$ cat src/rtl/tapia_pkg.sv
package tapia_pkg;

    localparam int ARMS       = 6;
    localparam int WRENCH_LEN = 6;
    localparam int MAT_DEPTH  = 2 * ARMS * WRENCH_LEN;
    localparam int CORDIC_LAST = 26;

    localparam logic signed [35:0] PI_Q      = 36'sd210828714;
    localparam logic signed [35:0] TWO_PI_Q  = 36'sd421657428;
    localparam logic signed [31:0] HALF_PI_Q = 32'sd105414357;
    localparam logic [17:0]        THR_MAX   = 18'h3FFFF;

    typedef enum logic [3:0] {
        ST_IDLE,
        ST_MAC,
        ST_DRAIN,
        ST_LOAD,
        ST_SQC,
        ST_SQS,
        ST_NORM,
        ST_PRE,
        ST_CORDIC,
        ST_UNW1,
        ST_UNW2,
        ST_UNW3,
        ST_NEXT,
        ST_DONE
    } state_t;

    typedef struct packed {
        logic       acc_clr;
        logic       wr_coef;
        logic       take_wrench;
        logic       mac_issue;
        logic       mac_half;
        logic [2:0] mac_col;
        logic [2:0] arm;
        logic       ld_vec;
        logic       sq_c;
        logic       sq_s;
        logic       norm_shift;
        logic       pre_rot;
        logic       cordic;
        logic [4:0] step;
        logic       unw1;
        logic       unw2;
        logic       unw3;
        logic       publish;
    } cmd_t;

    typedef struct packed {
        logic zero;
        logic norm_done;
        logic out_free;
    } status_t;

    // atan(2^-i) in Q.26; beyond the table it is 2^(26-i)
    function automatic logic signed [31:0] atan_val(input logic [4:0] i);
        logic signed [31:0] r;
        case (i)
            5'd0:    r = 32'sd52707179;
            5'd1:    r = 32'sd31114864;
            5'd2:    r = 32'sd16440240;
            5'd3:    r = 32'sd8345322;
            5'd4:    r = 32'sd4188855;
            5'd5:    r = 32'sd2096470;
            5'd6:    r = 32'sd1048491;
            5'd7:    r = 32'sd524277;
            5'd8:    r = 32'sd262143;
            5'd9:    r = 32'sd131072;
            default: r = 32'sd1 <<< (5'd26 - i);
        endcase
        return r;
    endfunction

endpackage

$ cat src/rtl/tapia_ctrl.sv
module tapia_ctrl (
    input  logic                clk,
    input  logic                rst_n,
    input  logic                in_valid,
    input  logic                kind,
    input  tapia_pkg::status_t  status,
    output tapia_pkg::cmd_t     cmd,
    output logic                in_stall
);

    tapia_pkg::state_t state_reg, state_next;
    logic [4:0] cnt_reg, cnt_next;
    logic [2:0] arm_reg, arm_next;

    always_ff @(posedge clk or negedge rst_n)
    begin
        if (!rst_n)
        begin
            state_reg <= tapia_pkg::ST_IDLE;
            cnt_reg   <= '0;
            arm_reg   <= '0;
        end
        else
        begin
            state_reg <= state_next;
            cnt_reg   <= cnt_next;
            arm_reg   <= arm_next;
        end
    end

    always_comb
    begin
        state_next = state_reg;
        cnt_next   = cnt_reg;
        arm_next   = arm_reg;
        case (state_reg)
            tapia_pkg::ST_IDLE:
            begin
                cnt_next = '0;
                arm_next = '0;
                if (in_valid && kind)
                begin
                    state_next = tapia_pkg::ST_MAC;
                end
            end
            tapia_pkg::ST_MAC:
            begin
                if (cnt_reg == 5'd11)
                begin
                    cnt_next   = '0;
                    state_next = tapia_pkg::ST_DRAIN;
                end
                else
                begin
                    cnt_next = cnt_reg + 5'd1;
                end
            end
            tapia_pkg::ST_DRAIN:
            begin
                if (cnt_reg == 5'd1)
                begin
                    cnt_next   = '0;
                    state_next = tapia_pkg::ST_LOAD;
                end
                else
                begin
                    cnt_next = cnt_reg + 5'd1;
                end
            end
            tapia_pkg::ST_LOAD: state_next = tapia_pkg::ST_SQC;
            tapia_pkg::ST_SQC:  state_next = tapia_pkg::ST_SQS;
            tapia_pkg::ST_SQS:  state_next = tapia_pkg::ST_NORM;
            tapia_pkg::ST_NORM:
            begin
                if (status.zero)
                begin
                    state_next = tapia_pkg::ST_UNW1;
                end
                else if (status.norm_done)
                begin
                    state_next = tapia_pkg::ST_PRE;
                end
            end
            tapia_pkg::ST_PRE:
            begin
                cnt_next   = '0;
                state_next = tapia_pkg::ST_CORDIC;
            end
            tapia_pkg::ST_CORDIC:
            begin
                if (cnt_reg == 5'(tapia_pkg::CORDIC_LAST))
                begin
                    cnt_next   = '0;
                    state_next = tapia_pkg::ST_UNW1;
                end
                else
                begin
                    cnt_next = cnt_reg + 5'd1;
                end
            end
            tapia_pkg::ST_UNW1: state_next = tapia_pkg::ST_UNW2;
            tapia_pkg::ST_UNW2: state_next = tapia_pkg::ST_UNW3;
            tapia_pkg::ST_UNW3:
            begin
                if (arm_reg == 3'(tapia_pkg::ARMS - 1))
                begin
                    state_next = tapia_pkg::ST_DONE;
                end
                else
                begin
                    state_next = tapia_pkg::ST_NEXT;
                end
            end
            tapia_pkg::ST_NEXT:
            begin
                arm_next   = arm_reg + 3'd1;
                cnt_next   = '0;
                state_next = tapia_pkg::ST_MAC;
            end
            tapia_pkg::ST_DONE:
            begin
                if (status.out_free)
                begin
                    state_next = tapia_pkg::ST_IDLE;
                end
            end
            default: state_next = tapia_pkg::ST_IDLE;
        endcase
    end

    always_comb
    begin
        cmd             = '0;
        cmd.arm         = arm_reg;
        cmd.step        = cnt_reg;
        cmd.mac_half    = (cnt_reg > 5'd5);
        cmd.mac_col     = (cnt_reg > 5'd5) ? 3'(cnt_reg - 5'd6) : cnt_reg[2:0];
        in_stall        = 1'b1;
        case (state_reg)
            tapia_pkg::ST_IDLE:
            begin
                in_stall        = 1'b0;
                cmd.acc_clr     = 1'b1;
                cmd.wr_coef     = in_valid && !kind;
                cmd.take_wrench = in_valid && kind;
            end
            tapia_pkg::ST_MAC:    cmd.mac_issue  = 1'b1;
            tapia_pkg::ST_LOAD:   cmd.ld_vec     = 1'b1;
            tapia_pkg::ST_SQC:    cmd.sq_c       = 1'b1;
            tapia_pkg::ST_SQS:    cmd.sq_s       = 1'b1;
            tapia_pkg::ST_NORM:   cmd.norm_shift = !status.zero && !status.norm_done;
            tapia_pkg::ST_PRE:    cmd.pre_rot    = 1'b1;
            tapia_pkg::ST_CORDIC: cmd.cordic     = 1'b1;
            tapia_pkg::ST_UNW1:   cmd.unw1       = 1'b1;
            tapia_pkg::ST_UNW2:   cmd.unw2       = 1'b1;
            tapia_pkg::ST_UNW3:   cmd.unw3       = 1'b1;
            tapia_pkg::ST_NEXT:   cmd.acc_clr    = 1'b1;
            tapia_pkg::ST_DONE:   cmd.publish    = status.out_free;
            default:              cmd.acc_clr    = 1'b0;
        endcase
    end

endmodule

$ cat config.mk
export PLATFORM = sky130hd
export DESIGN_NAME = tapia_ctrl
export DESIGN_NICKNAME = d
export VERILOG_FILES = /design/src/rtl/tapia_pkg.sv /design/src/rtl/tapia_ctrl.sv
export SDC_FILE = /design/constraint.sdc
export NUM_CORES = 1
export LEC_CHECK = 0
export ABC_CLOCK_PERIOD_IN_PS = 3300
export BUFFER_PORTS_ARGS = -buffer_cell sky130_fd_sc_hd__buf_2
export CAP_MARGIN = 20
export CORE_ASPECT_RATIO = 0.7
export CORE_MARGIN = 10
export CORE_UTILIZATION = 55
export CTS_CLUSTER_SIZE = 16
export DETAILED_ROUTE_END_ITERATION = 7
export PLACE_DENSITY = 0.85
export SYNTH_ARGS = -nofsm -noshare
export SYNTH_HDL_FRONTEND = slang
export SYNTH_SLANG_ARGS = --single-unit
export TNS_END_PERCENT = 20
$ cat constraint.sdc
create_clock -name clk -period 3.3 [get_ports clk]
set_clock_uncertainty 0.15 [all_clocks]
set_input_delay 0 -clock clk [delete_from_list [all_inputs] [get_ports clk]]
set_output_delay 0 -clock clk [all_outputs]
set_load 0.03 [all_outputs]
[Word-level counts from Yosys, hierarchy flattened]
Cells that the tools add are included.
Storage, ports and cells
  output and inout bits: 27
  input port bits: 7
  register bits after elaboration: 12
  logic and storage cells: 71
Cells by class
  add/sub/neg operators: 3
  muxes and demuxes: 29
  reductions and logical operators: 12
  equality and inequality tests: 23
  magnitude comparators: 1
Operators by type and width (number)
  one-hot mux 4 bit (14 select lines): 1
  two-way mux 4 bit: 7
  == test 4 bit (second input constant): 6
  one-hot mux 5 bit (4 select lines): 1
  == test 4 x 3 -> 1 bit (second input constant): 4
  two-way mux 5 bit: 3
  two-way mux 1 bit: 14
  != test 2 bit (second input constant): 5
  == test 4 x 2 -> 1 bit (second input constant): 2
  one-hot mux 3 bit (2 select lines): 1
  AND reduction 6 bit: 1
  adder 5 x 1 -> 5 bit (second input constant): 1
  == test 5 x 1 -> 1 bit (second input constant): 1
  == test 5 x 4 -> 1 bit (second input constant): 1
  == test 5 bit (second input constant): 1
  > comparator 5 x 3 -> 1 bit (second input constant): 1
  == test 4 x 1 -> 1 bit (second input constant): 1
  logical NOT 4 bit: 1
  nonzero test 4 bit: 1
  adder 3 x 1 -> 3 bit (second input constant): 1
  == test 3 bit (second input constant): 1
  logical AND 1 bit: 3
  logical NOT 1 bit: 3
  two-way mux 3 bit: 1
  6 further kinds: 6

[Logic depth before layout (Yosys ltp)]
Gate-level depths: netlist of run 1.
  depth after elaboration: 3
  gate-level depth with buffers: 7
  mapped depth without buffers: 6

[Worst setup path before layout of run 1]
Ideal clock, no wire load.
  path kind: register to output
  start point: reg cnt_reg[1]
  end point: out cmd[19] in the netlist's numbering
  stages on the path, launching flop included: 8
  path slack: 0.915 ns
  arrival: 2.235 ns
  buffers on the path: 1
  required time: 3.150 ns
  path through: dfrtp_1 -> inv_1 -> ha_1 -> a21oi_1 -> a21oi_1 -> or3_1 -> clkbuf_1 -> xnor2_1
RTL lines
  start, declared: line tapia_ctrl.sv:12  | logic [4:0] cnt_reg, cnt_next;
  start signal, assigned: line tapia_ctrl.sv:26  | cnt_reg <= cnt_next;
  end, declared: line tapia_ctrl.sv:7  | output tapia_pkg::cmd_t cmd,

[Final worst setup path of run 1]
  start point: reg cnt_reg[0]
  end point: reg cnt_reg[3]
Between the ends
  cells in the longest elaborated chain, start to end: 3
  elaborated cells on any way between the ends: 8
  classes of those cells: add/sub: 1; eq/ne: 3; mux: 4
RTL lines
  adder 5 x 1 -> 5 bit (tied with other cells): line tapia_ctrl.sv:55, tapia_ctrl.sv:67, tapia_ctrl.sv:98
  two-way mux 5 bit, on equally long branches: line tapia_ctrl.sv:91, tapia_ctrl.sv:48, tapia_ctrl.sv:60
  one-hot mux 5 bit (4 select lines) (*): line tapia_ctrl.sv:36  | case (state_reg)
Mark *: on every way between the ends. The rest lies on a longest branch, timed or not.
A chain may end at the register's enable or synchronous reset.

==> out/results.ini, run 1 <==
[routing]
drc=0
final_antenna_net_count=0
vias_per_cell=5.966
drtPass1Iterations=4
wl_per_cell_um=16.44
drt-total-wl_um=2926
num_vias=1062
drtIter0Drc=77

[final_layout]
diodes=0
final_util_pct=70.36
fin_nets=171
layoutNonFillerInstCount=178
multi_input_area_um2=735.7
register_area_um2=300.3
largest_register_ffs=5
syn2layout_area_growth_pct=19.48
drive_gt1_share_pct=31.41
num-fill-cells=150

[floorplan]
fp-row-count=13
core_um2=1887
die-area_um2=4247
die_w_um=73.72
start_util_pct=58.89
io_pins=34
die_h_um=57.61

[placed_design]
gp_congestion=0.8673
dp_cells=170
numPortBuffers=33
hpwl_um=2243

[cts]
clock_latency_ps=270
cts_buffer_depth=2
clkSlewWorstSetupHoldPaths_ps=90
cts_tree=yes
cts_root_buffer=clkbuf_4
cts_buffers=3
cts_resized=0
htree_levels=1
clkSinkCount=12

[timing]
drv_slew=0
holdWs_ps=112.5
totalNegativeSetupSlack_ps=0
min_period_ps=2349
period_share_pct=71.20
worst_pin_slew_ps=741.7
slew_headroom_pct=50.26
setup_violations=0
fmax_mhz=425.6
rsz0062_at_grt=no
hold_viol_final=0

[worst_setup_path]
required_ps=3300
worstSetupEndpointType=flip-flop
r2r_cells=5
reg2reg_slack_ps=950
reg2reg_from=cnt_reg[0]
arrival_ps=2350
critPathKind=flip-flop to flip-flop
r2r-end=cnt_reg[3]
cp-start-kind=flip-flop
crit_fanout=10

[global_routing]
grt_pass1_wl_um=4899
grt_max_degree=19
gr-usage-all-layers_pct=13.76
antenna_found_initial=0
grt_overflow_total=0
grt_pass1_vias=1064

[logic_synthesis]
synth_top_area_share_pct=27.03
synth_top_flop_cell=dfrtp_1
ys_seq_elements=12
syn-num-nets=138
avgSynthCellArea_um2=8.960
yosysTopAreaCell=dfrtp_1
netlist_area_um2=1111
yosysSeqAreaShare_pct=27.03
synth.most_common_cell=nand2_1
synthTopCellsByCount=nand2_1 (14), dfrtp_1 (12), nor2_1 (9), ha_1 (7)
synth_edf_count=0
yosysWarnings=0
async_flop_share_pct=100.0
synth_cell_type_count=51
synth.area.top_cells=dfrtp_1 (27%), ha_1 (7.9%), nand2_1 (4.7%)
synthCells=124

[worst_hold_path]
hold_end=state_reg[3]
hp-start=status[0]
min_path_type=primary input to flip-flop
whs_path_depth=4

[run]
drv_cap=0

[power]
power_w=0.001428
p_per_area_nw_per_um2=1075
leakage_nw=0.6567
peakVddDrop_mv=0.6988

[run_status]
status=complete, no violations

==> timing repair <==
item	CTS	global route
endpoints found under the hold margin	13	0
buffers inserted	0	0
hold buffers	4	0
==> cells by family (layout without fill, tap and decap cells) <==
kind of cell	after synthesis	after routing	synth area share (%)
and+or+nand+nor	56	56	30.41
AOI/OAI and AO/OA	28	28	21.96
buffers and inverters	15	47	6.756
DFF	12	12	27.03
adders and majority gates	7	7	7.883
muxes	5	5	5.180
xor gates and xnor gates	1	1	0.7884
==> metal layers <==
layer	share of wire (%)	track usage [%]	vias to the layer above
met2	45	22.21	24
met5	0	0	-
met3	5.2	2.936	4
met1	48	17.62	508
li1	-	-	526
met4	1.2	4.509	0
==> critical path, stage by stage, from the launching register on <==
cell      delay, ps
dfrtp_1         530
ha_1            270
nor4bb_1        470
or4b_4          560
o211ai_1        140
o211ai_2        120
==> layout make-up <==
class / count / area share (%)
Sequential cell: 12 / 22.62
Multi-Input combinational cell: 97 / 55.42
Clock buffer: 4 / 2.733
Tap cell: 22 / 2.074
Inverter: 6 / 1.697
Timing Repair Buffer: 37 / 15.46
==> worst max path at each step <==
stage,to,slack (ps),from
5_1_grt,cnt_reg[2],810,cnt_reg[0]
6_report,cnt_reg[3],950,cnt_reg[0]
3_3_place_gp,cnt_reg[4],1130,cnt_reg[0]
3_5_place_dp,cnt_reg[3],1030,cnt_reg[0]
4_1_cts,cnt_reg[3],990,cnt_reg[0]
2_1_floorplan,cmd[19],920,cnt_reg[1]
==> where the power goes <==
| group | total (W) | switching (W) | leakage, nW | internal, W |
|---|---|---|---|---|
| registers | 0.000357 | 0.000157 | 0.156 | 0.000200 |
| logic | 0.000949 | 0.000598 | 0.479 | 0.000351 |
| clock network | 0.000122 | 0.0000549 | 0.0210 | 0.0000670 |
| total | 0.00143 | 0.000810 | 0.657 | 0.000618 |
==> per-stage QoR <==
stage	cell area, um2	setup WS, ps
after floorplan	1111	915.4
after global placement	1251	1133
after detailed placement	1251	1026
after CTS	1328	990.1
after global routing	1328	813.9
final	1328	950.6
==> layout by cell type, fill, tap and decap left out, types with 2 or more instances in the layout <==
cell type and count:
buf_2 33, nand2_1 14, dfrtp_1 12, nor2_1 9
ha_1 7, inv_1 6, nor3_1 6, nand2b_1 4
dlygate4sd3_1 4, a21oi_1 3, o21ai_0 3, a22o_1 3
o211ai_2 3, clkbuf_4 3, or4b_4 2, and4b_1 2
or2_1 2, mux2i_1 2, nor3b_1 2, nand3b_1 2
o211ai_1 2, nor2b_1 2, o21ai_1 2
Note: power is estimated with default switching activity, not from simulation.
==> inputs of run 2 (changes only) <==
ABC_AREA = 1   (was default)
ABC_CLOCK_PERIOD_IN_PS = 2120   (was 3300)
CORE_UTILIZATION = 47   (was 55)
PLACE_DENSITY = 0.76   (was 0.85)
clock period = 2.12 ns   (was 3.3 ns; I/O delays follow)
==> run 2 against run 1 <==
Effect of this change: combinational power grew 80%; sequential share of layout area shrank 2.8 points; setup slack lost 720 ps; hold slack lost 100 ps; sequential cell count is the same; global-route usage shrank 1.3 points; area after synthesis grew 11%; synthesized cell count grew 60%; total power grew 69%; wire length grew 9.0%; count of clock-buffer cells in the layout is the same; critical path type is now flip-flop to output port; highest routed layer unchanged.
==> out/results.ini, run 2 <==
[final_layout]
layout_commonest_cell=nand2_1
num-fill-cells=256  ; +71%
syn2layout_area_growth_pct=22.12
final_util_pct=60.60  ; -9.8 points
fin_nets=251  ; +47%
drive_gt1_share_pct=24.15  ; -7.3 points
final_cell_mix=nand2_1 (62), buf_2 (33), inv_1 (31), nor2_1 (22), nand3_1 (21)
register_area_um2=300.3  ; unchanged
diodes=0  ; unchanged
largest_register_ffs=5  ; unchanged
multi_input_area_um2=805.8  ; +9.5%

[floorplan]
io_pins=34  ; unchanged
core_um2=2496  ; +32%
die-area_um2=5122  ; +21%
fp-row-count=15  ; +2
die_h_um=62.95  ; +9.3%
die_w_um=81.36  ; +10%
start_util_pct=49.62  ; -9.3 points

[logic_synthesis]
async_flop_share_pct=100.0  ; unchanged
synth_edf_count=0  ; unchanged
yosysTopAreaCell=dfrtp_1
synth.most_common_cell=nand2_1
ys_seq_elements=12  ; unchanged
synth.area.top_cells=dfrtp_1 (24%), nand2_1 (19%), inv_1 (9.4%)
synth_top_area_share_pct=24.24  ; -2.8 points
netlist_area_um2=1239  ; +11%
yosysWarnings=0  ; unchanged
syn-num-nets=213  ; +54%
avgSynthCellArea_um2=6.225  ; -31%
synthTopCellsByCount=nand2_1 (62), inv_1 (31), nor2_1 (22), nand3_1 (21), dfrtp_1 (12)
synth_top_flop_cell=dfrtp_1
yosysSeqAreaShare_pct=24.24  ; -2.8 points
synth_cell_type_count=27  ; -47%
synthCells=199  ; +60%

[routing]
vias_per_cell=4.774  ; -20%
wl_per_cell_um=11.81  ; -28%
drtPass1Iterations=4  ; unchanged
drt-total-wl_um=3188  ; +9.0%
drc=0  ; unchanged
final_antenna_net_count=0  ; unchanged
drtIter0Drc=115  ; +49%
num_vias=1289  ; +21%

[global_routing]
gr-usage-all-layers_pct=12.45  ; -1.3 points
antenna_found_initial=0  ; unchanged
grt_pass1_wl_um=5423  ; +11%
grt_overflow_total=0  ; unchanged
grt_pass1_vias=1177  ; +11%
grt_max_degree=13  ; -6

[worst_setup_path]
required_ps=1970  ; -1330 ps
arrival_ps=1740  ; -610 ps
cp-start-kind=flip-flop
critPathKind=flip-flop to output port
crit_fanout=7  ; -3
worstSetupEndpointType=output port

[cts]
cts_buffer_depth=2  ; unchanged
cts_resized=0  ; unchanged
htree_levels=1  ; unchanged
hold_buffers=2  ; -2
cts_tree=yes
clock_latency_ps=240  ; -30 ps
clkSinkCount=12  ; unchanged
clkSlewWorstSetupHoldPaths_ps=50  ; -40 ps
postCtsSetupBuffers=0  ; unchanged
cts_buffers=3  ; unchanged
cts_root_buffer=clkbuf_8

[worst_hold_path]
min_path_type=primary input to asynchronous set/reset pin

[power]
p_per_area_nw_per_um2=1591  ; +48%
leakage_nw=0.9546  ; +45%
peakVddDrop_mv=0.9483  ; +36%

[run]
drv_cap=0  ; unchanged

[timing]
fmax_mhz=530.1
totalNegativeSetupSlack_ps=0  ; unchanged
period_share_pct=88.98
setup_violations=0  ; unchanged
rsz0062_at_grt=no
drv_slew=0  ; unchanged
hold_viol_final=0  ; unchanged
min_period_ps=1886
slew_headroom_pct=75.12  ; +25 points
worst_pin_slew_ps=373.2  ; -368.5 ps

[placed_design]
gp_congestion=0.8536  ; -1.6%
numPortBuffers=33  ; unchanged
hpwl_um=2716  ; +21%

[run_status]
status=complete, no violations

## run 2: cell count changes in the layout (fill, tap and decap cells not counted), sizes merged, moves of 3 or more
cell	delta
nand3	+21
a22o	-3
nor2	+20
nor3	-3
mux2	-3
nand2b	-4
or2	-3
nor3b	-3
o211ai	-4
o21ai	+3
inv	+27
nand2	+56
## run 2: area by class of cell
class                      count  area share [%]
multi-input combinational    152           53.27
sequential                    12           19.85
timing repair buffer          35           12.24
inverter                      33           8.189
clock buffer                   4           3.639
tap                           34           2.812
## run 2: worst paths after layout
path	from	to	slack, ps	cells past startpoint
worst max-delay path	cnt_reg[1]	cmd[20]	230	8
worst min-delay path	rst_n	arm_reg[2]	9	2
worst max register to register	cnt_reg[1]	state_reg[3]	380	9
worst min register to register	arm_reg[0]	arm_reg[0]	420	1
max in group asynchronous	rst_n	cnt_reg[2]	1600	2
min in group clk	status[1]	state_reg[1]	80	6
## run 2: kinds of logic (layout without fill, tap and decap cells)
logic type / after synthesis / in the layout / share of synthesized area (%)
AOI/OAI and AO/OA: 15 / 15 / 7.071
xor gates and xnor gates: 3 / 3 / 2.122
adders and majority gates: 7 / 7 / 7.070
buffers and inverters: 35 / 72 / 11.01
DFF: 12 / 12 / 24.24
and+or+nand+nor: 127 / 127 / 48.48
## run 2: routing by layer
metal	wire length, um	global-route usage, %
met1	1612	18.38
met2	1298	17.72
met5	0	0
met3	269	2.443
met4	8	2.586
## run 2: where the power goes
| part | internal (W) | total, W | leakage (nW) | switching [W] |
|---|---|---|---|---|
| Combinational | 0.000509 | 0.00171 | 0.767 | 0.00120 |
| Clock | 0.000164 | 0.000242 | 0.0288 | 0.0000780 |
| Sequential | 0.000313 | 0.000459 | 0.159 | 0.000146 |
## run 2: worst max-delay path, stage by stage (launching register included)
cell and delay, ps:
dfrtp_1 460, inv_1 100, ha_1 210, nand2_1 70
inv_1 50, o21ai_2 230, nor2_1 60, a21oi_1 110
buf_2 210
## run 2: per-stage QoR
step                      setup slack (ps)  cells  total power, W  cell area [um2]  hold slack, ps
final                                233.5    270        0.002407             1513           8.690
after detailed placement             398.7    264        0.002165             1438          -263.2
after global placement               421.1    264        0.002158             1438          -264.0
after global routing                 104.8    270        0.002623             1513           42.68
after CTS                            239.5    270        0.002416             1513           16.70
after floorplan                      17.27    199        0.001768             1242          -445.6
